File: src/rtl/vdm_pkg.sv
// Shared types and constants for the vehicle drive mode state machine.
`default_nettype none

package vdm_pkg;

    // Reset value of the calibrate-button hold time in milliseconds.
    localparam logic [15:0] HOLD_MS_RESET = 16'd3000;

    // Configuration port geometry.
    localparam int unsigned APB_AW = 3;
    localparam int unsigned APB_DW = 32;

    // Register indexes, decoded from the word address bit.
    localparam logic REG_HOLD_MS = 1'b0;

    // Vehicle mode codes.
    localparam logic [2:0] MODE_HV_OFF   = 3'd0;
    localparam logic [2:0] MODE_HV_ON    = 3'd1;
    localparam logic [2:0] MODE_WANT_RTD = 3'd2;
    localparam logic [2:0] MODE_RTD      = 3'd3;
    localparam logic [2:0] MODE_WANT_PED = 3'd4;
    localparam logic [2:0] MODE_WANT_STR = 3'd5;
    localparam logic [2:0] MODE_CAL_STR  = 3'd6;
    localparam logic [2:0] MODE_CAL_PED  = 3'd7;

    typedef struct packed {
        logic [31:0] now_ms;
        logic        hv_over_threshold;
        logic        inverter_reset_btn;
        logic        drivetrain_error;
        logic        calib_pedals_btn;
        logic        calib_steering_btn;
        logic        start_btn;
        logic        brake_pressed;
        logic        drivetrain_ready;
        logic        pedals_timed_out;
        logic        steering_timed_out;
    } t_item;

    typedef struct packed {
        logic [2:0] mode;
        logic       drive_enable;
        logic       drive_torque;
        logic       reset_inverter_pulse;
        logic       buzzer_pulse;
        logic       reset_pedal_timeout_pulse;
        logic       reset_steer_timeout_pulse;
        logic       recal_pedals_pulse;
        logic       recal_steering_pulse;
    } t_result;

endpackage

`default_nettype wire

File: src/rtl/vdm_if.sv
// Valid/ready channel interfaces for input ticks and results.
`default_nettype none

interface vdm_in_if import vdm_pkg::*; ();
    logic  valid;
    logic  ready;
    t_item data;

    modport source (output valid, output data, input ready);
    modport sink (input valid, input data, output ready);
endinterface

interface vdm_out_if import vdm_pkg::*; ();
    logic    valid;
    logic    ready;
    t_result data;

    modport source (output valid, output data, input ready);
    modport sink (input valid, input data, output ready);
endinterface

`default_nettype wire

File: src/rtl/vdm_cfg.sv
// APB-style configuration register block holding the hold time.
`default_nettype none

module vdm_cfg import vdm_pkg::*; (
    input  wire logic              i_clk,
    input  wire logic              i_rst_n,
    input  wire logic              psel,
    input  wire logic              penable,
    input  wire logic              pwrite,
    input  wire logic [APB_AW-1:0] paddr,
    input  wire logic [APB_DW-1:0] pwdata,
    output logic      [APB_DW-1:0] prdata,
    output logic                   pready,
    output logic      [15:0]       o_hold_ms
);

    logic [15:0] r_hold_ms;
    logic [15:0] n_hold_ms;
    logic        hit_hold;

    // Only the aligned word at offset zero holds a register.
    assign hit_hold = (paddr[2] == REG_HOLD_MS) && (paddr[1:0] == 2'b00);

    always_comb begin
        n_hold_ms = r_hold_ms;
        if (psel && penable && pwrite && hit_hold) begin
            n_hold_ms = pwdata[15:0];
        end
    end

    always_ff @(posedge i_clk) begin
        if (!i_rst_n) begin
            r_hold_ms <= HOLD_MS_RESET;
        end else begin
            r_hold_ms <= n_hold_ms;
        end
    end

    assign prdata    = hit_hold ? {16'b0, r_hold_ms} : '0;
    assign pready    = 1'b1;
    assign o_hold_ms = r_hold_ms;

endmodule

`default_nettype wire

File: src/rtl/vdm_fsm.sv
// Drive mode state machine with calibration entry timestamps.
`default_nettype none

module vdm_fsm import vdm_pkg::*; (
    input  wire logic        i_clk,
    input  wire logic        i_rst_n,
    input  wire logic        i_step,
    input  wire t_item       i_item,
    input  wire logic [15:0] i_hold_ms,
    output t_result          o_result
);

    typedef enum logic [2:0] {
        S_HV_OFF   = MODE_HV_OFF,
        S_HV_ON    = MODE_HV_ON,
        S_WANT_RTD = MODE_WANT_RTD,
        S_RTD      = MODE_RTD,
        S_WANT_PED = MODE_WANT_PED,
        S_WANT_STR = MODE_WANT_STR,
        S_CAL_STR  = MODE_CAL_STR,
        S_CAL_PED  = MODE_CAL_PED
    } t_state;

    t_state      r_state, n_state;
    logic [31:0] r_ped_start, n_ped_start;
    logic [31:0] r_str_start, n_str_start;
    logic [31:0] ped_elapsed;
    logic [31:0] str_elapsed;
    logic        ped_held;
    logic        str_held;
    logic        moved;

    // Wrapping elapsed time since the waiting mode was entered.
    assign ped_elapsed = i_item.now_ms - r_ped_start;
    assign str_elapsed = i_item.now_ms - r_str_start;
    assign ped_held    = ped_elapsed > {16'b0, i_hold_ms};
    assign str_held    = str_elapsed > {16'b0, i_hold_ms};

    always_comb begin
        n_state     = r_state;
        n_ped_start = r_ped_start;
        n_str_start = r_str_start;
        case (r_state)
            S_HV_OFF: begin
                if (i_item.hv_over_threshold) begin
                    n_state = S_HV_ON;
                end else if (i_item.calib_steering_btn) begin
                    n_state = S_WANT_STR;
                    // A pedal request in the same tick is entered and left at once.
                    if (i_item.calib_pedals_btn) begin
                        n_ped_start = '0;
                    end
                end else if (i_item.calib_pedals_btn) begin
                    n_state = S_WANT_PED;
                end
            end
            S_HV_ON: begin
                if (!i_item.hv_over_threshold) begin
                    n_state = S_HV_OFF;
                end else if (i_item.start_btn && i_item.brake_pressed) begin
                    n_state = S_WANT_RTD;
                end
            end
            S_WANT_RTD: begin
                if (!i_item.hv_over_threshold) begin
                    n_state = S_HV_OFF;
                end else if (i_item.drivetrain_error) begin
                    n_state = S_HV_ON;
                end else if (i_item.drivetrain_ready) begin
                    n_state = S_RTD;
                end
            end
            S_RTD: begin
                if (!i_item.hv_over_threshold) begin
                    n_state = S_HV_OFF;
                end else if (i_item.drivetrain_error || i_item.pedals_timed_out ||
                             i_item.steering_timed_out) begin
                    n_state = S_HV_ON;
                end
            end
            S_WANT_PED: begin
                if (!i_item.calib_pedals_btn) begin
                    n_state = S_HV_OFF;
                end else if (ped_held) begin
                    n_state = S_CAL_PED;
                end
            end
            S_WANT_STR: begin
                if (!i_item.calib_steering_btn) begin
                    n_state = S_HV_OFF;
                end else if (str_held) begin
                    n_state = S_CAL_STR;
                end
            end
            S_CAL_STR: begin
                if (!i_item.calib_steering_btn) begin
                    n_state = S_HV_OFF;
                end
            end
            S_CAL_PED: begin
                if (!i_item.calib_pedals_btn) begin
                    n_state = S_HV_OFF;
                end
            end
            default: begin
                n_state = S_HV_OFF;
            end
        endcase

        // Leaving a calibration mode clears its timestamp; entering a wait stamps it.
        if (n_state != r_state) begin
            if (r_state == S_WANT_PED || r_state == S_CAL_PED) begin
                n_ped_start = '0;
            end
            if (r_state == S_WANT_STR || r_state == S_CAL_STR) begin
                n_str_start = '0;
            end
            if (n_state == S_WANT_PED) begin
                n_ped_start = i_item.now_ms;
            end
            if (n_state == S_WANT_STR) begin
                n_str_start = i_item.now_ms;
            end
        end
    end

    assign moved = (n_state != r_state);

    always_comb begin
        o_result.mode                      = n_state;
        o_result.drive_enable              = (r_state == S_WANT_RTD) || (r_state == S_RTD);
        o_result.drive_torque              = (r_state == S_RTD);
        o_result.reset_inverter_pulse      = ((r_state == S_HV_OFF) || (r_state == S_HV_ON)) &&
                                             i_item.inverter_reset_btn &&
                                             i_item.drivetrain_error;
        o_result.buzzer_pulse              = moved && (n_state == S_RTD);
        o_result.reset_pedal_timeout_pulse = moved && (n_state == S_RTD);
        o_result.reset_steer_timeout_pulse = moved && (n_state == S_RTD);
        o_result.recal_pedals_pulse        = (r_state == S_CAL_PED) && i_item.calib_pedals_btn;
        o_result.recal_steering_pulse      = (r_state == S_CAL_STR) &&
                                             i_item.calib_steering_btn;
    end

    always_ff @(posedge i_clk) begin
        if (!i_rst_n) begin
            r_state     <= S_HV_OFF;
            r_ped_start <= '0;
            r_str_start <= '0;
        end else if (i_step) begin
            r_state     <= n_state;
            r_ped_start <= n_ped_start;
            r_str_start <= n_str_start;
        end
    end

endmodule

`default_nettype wire

File: src/rtl/vehicle_drive_mode_fsm_core.sv
// Top level of the vehicle drive mode state machine.
//
//  Channel   Direction  Handshake        Payload
//  i_item    in         valid / ready    one control tick (time and condition bits)
//  o_result  out        valid / ready    mode, drivetrain flags and one-tick pulses
//  APB       in         psel / penable   hold_ms at byte address 0
//
// A tick is captured in the input register and resolved against the mode and
// timestamps on the way into the result register, from which its result is
// offered; while results are taken, one tick per cycle is sustained.
// Mode and timestamps advance only when the tick moves into the result register.
// A stalled result holds the result register; an empty input register still
// takes one more tick, after which ready drops until the result is taken.
// Reset (synchronous, active low) sets mode 0, clears both timestamps and loads
// a hold time of 3000 ms.
`default_nettype none

module vehicle_drive_mode_fsm_core import vdm_pkg::*; (
    input  wire logic              i_clk,
    input  wire logic              i_rst_n,
    vdm_in_if.sink                 i_item,
    vdm_out_if.source              o_result,
    input  wire logic              psel,
    input  wire logic              penable,
    input  wire logic              pwrite,
    input  wire logic [APB_AW-1:0] paddr,
    input  wire logic [APB_DW-1:0] pwdata,
    output logic      [APB_DW-1:0] prdata,
    output logic                   pready
);

    logic        r_in_valid, n_in_valid;
    t_item       r_in_item;
    logic        r_out_valid, n_out_valid;
    t_result     r_out_result;
    t_result     step_result;
    logic [15:0] hold_ms;
    logic        advance;
    logic        take_in;

    vdm_cfg u_cfg (
        .i_clk     (i_clk),
        .i_rst_n   (i_rst_n),
        .psel      (psel),
        .penable   (penable),
        .pwrite    (pwrite),
        .paddr     (paddr),
        .pwdata    (pwdata),
        .prdata    (prdata),
        .pready    (pready),
        .o_hold_ms (hold_ms)
    );

    // The state machine commits a tick only when the result register can take it.
    vdm_fsm u_fsm (
        .i_clk     (i_clk),
        .i_rst_n   (i_rst_n),
        .i_step    (advance),
        .i_item    (r_in_item),
        .i_hold_ms (hold_ms),
        .o_result  (step_result)
    );

    assign advance        = r_in_valid && (!r_out_valid || o_result.ready);
    assign i_item.ready   = !r_in_valid || advance;
    assign take_in        = i_item.valid && i_item.ready;

    always_comb begin
        n_in_valid  = take_in || (r_in_valid && !advance);
        n_out_valid = advance || (r_out_valid && !o_result.ready);
    end

    always_ff @(posedge i_clk) begin
        if (!i_rst_n) begin
            r_in_valid  <= 1'b0;
            r_out_valid <= 1'b0;
        end else begin
            r_in_valid  <= n_in_valid;
            r_out_valid <= n_out_valid;
        end
    end

    // Payload registers carry no reset; their valid bits qualify them.
    always_ff @(posedge i_clk) begin
        if (take_in) begin
            r_in_item <= i_item.data;
        end
        if (advance) begin
            r_out_result <= step_result;
        end
    end

    assign o_result.valid = r_out_valid;
    assign o_result.data  = r_out_result;

endmodule

`default_nettype wire

File: src/flat_wrapper.sv
// flat-port wrapper written by rule: the top's interface ports become plain ports
module vehicle_drive_mode_fsm_core_flat import vdm_pkg::*;
  (i_clk, i_rst_n, psel, penable, pwrite, paddr, pwdata, prdata, pready, i_item_valid, i_item_data, i_item_ready, o_result_valid, o_result_data, o_result_ready);
  vdm_in_if i_item_i ();
  vdm_out_if o_result_i ();
  input  wire logic i_clk;
  input  wire logic i_rst_n;
  input  wire logic psel;
  input  wire logic penable;
  input  wire logic pwrite;
  input  wire logic [APB_AW-1:0] paddr;
  input  wire logic [APB_DW-1:0] pwdata;
  output logic      [APB_DW-1:0] prdata;
  output logic pready;
  input wire logic [$bits(i_item_i.valid)-1:0] i_item_valid;
  input wire logic [$bits(i_item_i.data)-1:0] i_item_data;
  output wire logic [$bits(i_item_i.ready)-1:0] i_item_ready;
  output wire logic [$bits(o_result_i.valid)-1:0] o_result_valid;
  output wire logic [$bits(o_result_i.data)-1:0] o_result_data;
  input wire logic [$bits(o_result_i.ready)-1:0] o_result_ready;
  assign i_item_i.valid = i_item_valid;
  assign i_item_i.data = i_item_data;
  assign i_item_ready = i_item_i.ready;
  assign o_result_valid = o_result_i.valid;
  assign o_result_data = o_result_i.data;
  assign o_result_i.ready = o_result_ready;
  vehicle_drive_mode_fsm_core u_core (.i_clk(i_clk), .i_rst_n(i_rst_n), .i_item(i_item_i), .o_result(o_result_i), .psel(psel), .penable(penable), .pwrite(pwrite), .paddr(paddr), .pwdata(pwdata), .prdata(prdata), .pready(pready));
endmodule
File: config.mk
export PLATFORM = sky130hd
export DESIGN_NAME = vehicle_drive_mode_fsm_core_flat
export DESIGN_NICKNAME = d
export VERILOG_FILES = /design/src/rtl/vdm_pkg.sv /design/src/rtl/vdm_if.sv /design/src/rtl/vdm_cfg.sv /design/src/rtl/vdm_fsm.sv /design/src/rtl/vehicle_drive_mode_fsm_core.sv /design/src/flat_wrapper.sv
export SDC_FILE = /design/constraint.sdc
export NUM_CORES = 1
export LEC_CHECK = 0
export BUFFER_PORTS_ARGS = -buffer_cell sky130_fd_sc_hd__clkbuf_2
export CAP_MARGIN = 15
export CELL_PAD_IN_SITES_DETAIL_PLACEMENT = 1
export CELL_PAD_IN_SITES_GLOBAL_PLACEMENT = 1
export CORE_UTILIZATION = 49
export CTS_BUF_LIST = sky130_fd_sc_hd__clkbuf_8
export DETAILED_ROUTE_END_ITERATION = 7
export PLACE_DENSITY_LB_ADDON = 0.1
export SYNTH_ARGS = -nofsm -noshare
export SYNTH_HDL_FRONTEND = slang
export SYNTH_SLANG_ARGS = --single-unit
File: constraint.sdc
create_clock -name i_clk -period 8.2 [get_ports i_clk]
set_input_delay 0.41 -clock i_clk [delete_from_list [all_inputs] [get_ports i_clk]]
set_output_delay 0.41 -clock i_clk [all_outputs]
set_load 0.05 [all_outputs]
==> reports/qor.yml <==
rsz0062_at_grt: "no"
synth-async-reset-ratio_pct: 0
fin_crit_ps: 6920
cp_common_cell: "or3_1"
synth_cell_types: 76
clock-sinks: 136
final.setup.tns_ps: 0
cts_buffers: 17
synth_edf_count: 51
grt_pass1_vias: 9364
holdPathStages: 1
cp_cell_sequence: "inv_1 > fa_1 > nor2b_1 > o2111ai_1 > a211oi_1 > nor2_1 > o21ai_0 > xor2_1 > ha_1 > nand3_1 > or3_1 > or3_1 > o21ai_0 > o311ai_1 > or4_1 > or3_1 > nand2_1 > a32o_1 > a41oi_2 > a21oi_2 > buf_4 > o2bb2ai_1"
endpoint: "u_core.u_fsm.r_ped_start[22]$_SDFFE_PN0P_"
setup_violations: 0
r2r_cells: 22
r2r-end: "u_core.u_fsm.r_ped_start[22]$_SDFFE_PN0P_"
critical_path_class: "flip-flop to flip-flop"
drtIter0Drc: 509
design.die.area_um2: 21200
status: "finished clean"
track_usage_pct: 29.3
cp-end-kind: "flip-flop"
synth-seq-area-share_pct: 32.0
hold_buffers: 0
syn_to_final_growth_pct: 9.32
finalWirelength_um: 30700
placedInstanceArea_um2: 10600
cts_resized: 0
slew_headroom_pct: 36.3
die_h_um: 146
worstPathMaxFanout: 17
fp.coreArea_um2: 20200
ys_ff_latch: 136
worstPathRequired_ps: 8590
die_w_um: 146
synth_area_per_cell_um2: 8.39
p_total_w: 0.00178
critical_path_arrival_ps: 7310
antenna_found_initial: 0
finish.net_count: 1445
fin_area_um2: 11000
total_leakage_power_nw: 4.24
gp_congestion: 0.942
wire_per_inst_um: 19.8
drt_pre_antenna_iters: 5
hold_viol_final: 0
crit_path_start_kind: "flip-flop"
drive_above_1_share_pct: 12.1
syn-cell-area_um2: 10100
crit_path_top_delay_cell: "a21oi_2"
hold_start: "i_item_data[0]"
rows: 52
htree_levels: 4
maxCapViolCount: 0
slew_violations: 0
vias_per_cell: 6.06
hold_path.class: "input port to flip-flop"
io_pins: 130
path_clk_slew_ps: 90
power_density_nw_per_um2: 161
root_buffer: "clkbuf_8"
port_buffers: 96
cts_tree: "built"
reg2reg_from: "u_core.r_in_item[11]$_DFFE_PP_"
start_util_pct: 49.9
overflow: 0
startpoint: "u_core.r_in_item[11]$_DFFE_PP_"
clock_latency_ps: 470
period_share_pct: 84.4
synthCells: 1203
via_count: 9381
num_antenna_cells: 0
worst_pin_slew_ps: 955
slowest_delay_ps: 820
grt_max_degree: 72
cts_buffer_depth: 2
ir_worst_vdd_mv: 0.0955
yosysWarnings: 0
detail-route-antenna-nets: 0
fmax_ghz: 0.145
place_hpwl_um: 23500
reg2reg_slack_ps: 1280
synth-main-ff-cell: "dfxtp_1"
post-cts-setup-buffers: 0
skew_ps: 17.1
drc: 0
grt_pass1_wl_um: 49000
[report_power, final]
part           internal, W  total [W]  switching (W)
combinational     0.000167   0.000467       0.000300
sequential        0.000726   0.000755      0.0000284
clock             0.000229   0.000560       0.000331
total              0.00112    0.00178       0.000660
[worst max-delay path, delay by kind of cell (launching register included)]
family | cells | cell delay [ps]
compound gates | 9 | 2720
xor+xnor | 1 | 100
fa+ha+maj | 2 | 750
buf+inv | 2 | 530
flops | 1 | 480
simple gates | 8 | 2270
[kinds of logic after synthesis]
family / after synthesis / share of synthesized area, %
and+or+nand+nor: 381 / 18.3
AOI/OAI and AO/OA: 364 / 25.4
buffers and inverters: 174 / 7.61
DFF: 136 / 32.0
adders and majority gates: 96 / 12.0
xor gates and xnor gates: 40 / 3.47
muxes: 10 / 1.04
other: 2 / 0.0744
[cell type report]
type | count | area, µm²
Timing Repair Buffer | 104 | 553
Inverter | 98 | 368
Clock inverter | 15 | 150
Multi-Input combinational cell | 908 | 6160
Fill cell | 2497 | 9200
Clock buffer | 17 | 234
Tap cell | 270 | 338
Sequential cell | 136 | 3230
[routing by layer]
metal | track usage, % | wire length (µm) | vias up
met5 | 0 | 0 | -
met4 | 8.95 | 558 | 0
met3 | 3.79 | 1160 | 45
met2 | 48.9 | 14500 | 215
met1 | 39.4 | 14400 | 4607
li1 | - | - | 4514
[metrics by stage]
step / setup slack [ps] / util, % / cells / hold slack (ps)
final: 1280 / 54.5 / 1548 / 118
after global routing: 898 / 54.5 / 1548 / 87.0
after CTS: 1320 / 54.4 / 1547 / 89.2
after detailed placement: 1380 / 52.5 / 1515 / 448
after global placement: 1460 / 52.5 / 1515 / 445
after floorplan: 2750 / - / 1218 / 432
[cell usage in the layout (no fill, tap or decap), drive strengths merged, types with 16 or more instances in the layout]
cell     instances
a21o            17
a21oi          102
a32o            34
and2            20
clkbuf         113
conb            17
dfxtp           85
edfxtp          51
ha              94
inv            110
nand2          150
nand4           26
nor2            69
nor2b           16
nor3            29
o211ai          24
o21ai           55
o2bb2ai         32
xnor2           22
xor2            18
[how the worst min path moves through the flow]
stage	end	slack, ps
after floorplan	u_core.u_fsm.r_ped_start[10]$_SDFFE_PN0P_	430
after global placement	u_core.u_fsm.r_ped_start[7]$_SDFFE_PN0P_	450
after detailed placement	u_core.u_fsm.r_ped_start[23]$_SDFFE_PN0P_	450
after CTS	u_core.r_in_item[2]$_DFFE_PP_	90
after global routing	u_core.r_in_item[19]$_DFFE_PP_	90
final	u_core.r_in_item[0]$_DFFE_PP_	120
[sequential cells by signal, summed over array words and instances (netlist names)]
| register | cells |
|---|---|
| u_core.o_result.data | 9 |
| u_core.u_fsm.r_str_start | 32 |
| u_core.r_in_valid | 1 |
| u_core.u_fsm.r_state | 3 |
| u_core.u_fsm.r_ped_start | 32 |
| u_core.o_result.valid | 1 |
| u_core.u_cfg.o_hold_ms | 16 |
| u_core.r_in_item | 42 |
[Yosys cell counts, types with 20 or more instances]
cell type / instances / area share, %
o2bb2ai_1: 32 / 2.8
clkbuf_1: 42 / 1.6
edfxtp_1: 51 / 15
nand2_1: 150 / 5.6
dfxtp_1: 85 / 17
a21oi_1: 101 / 5.0
nand4_1: 25 / 1.5
ha_1: 94 / 12
o211ai_1: 23 / 1.7
a32o_1: 34 / 3.4
o21ai_0: 46 / 2.3
nor2_1: 69 / 2.6
inv_1: 98 / 3.6
xnor2_1: 22 / 1.9
and2_1: 20 / 1.2
nor3_1: 29 / 1.4
Note: power is estimated with default switching activity, not from simulation.
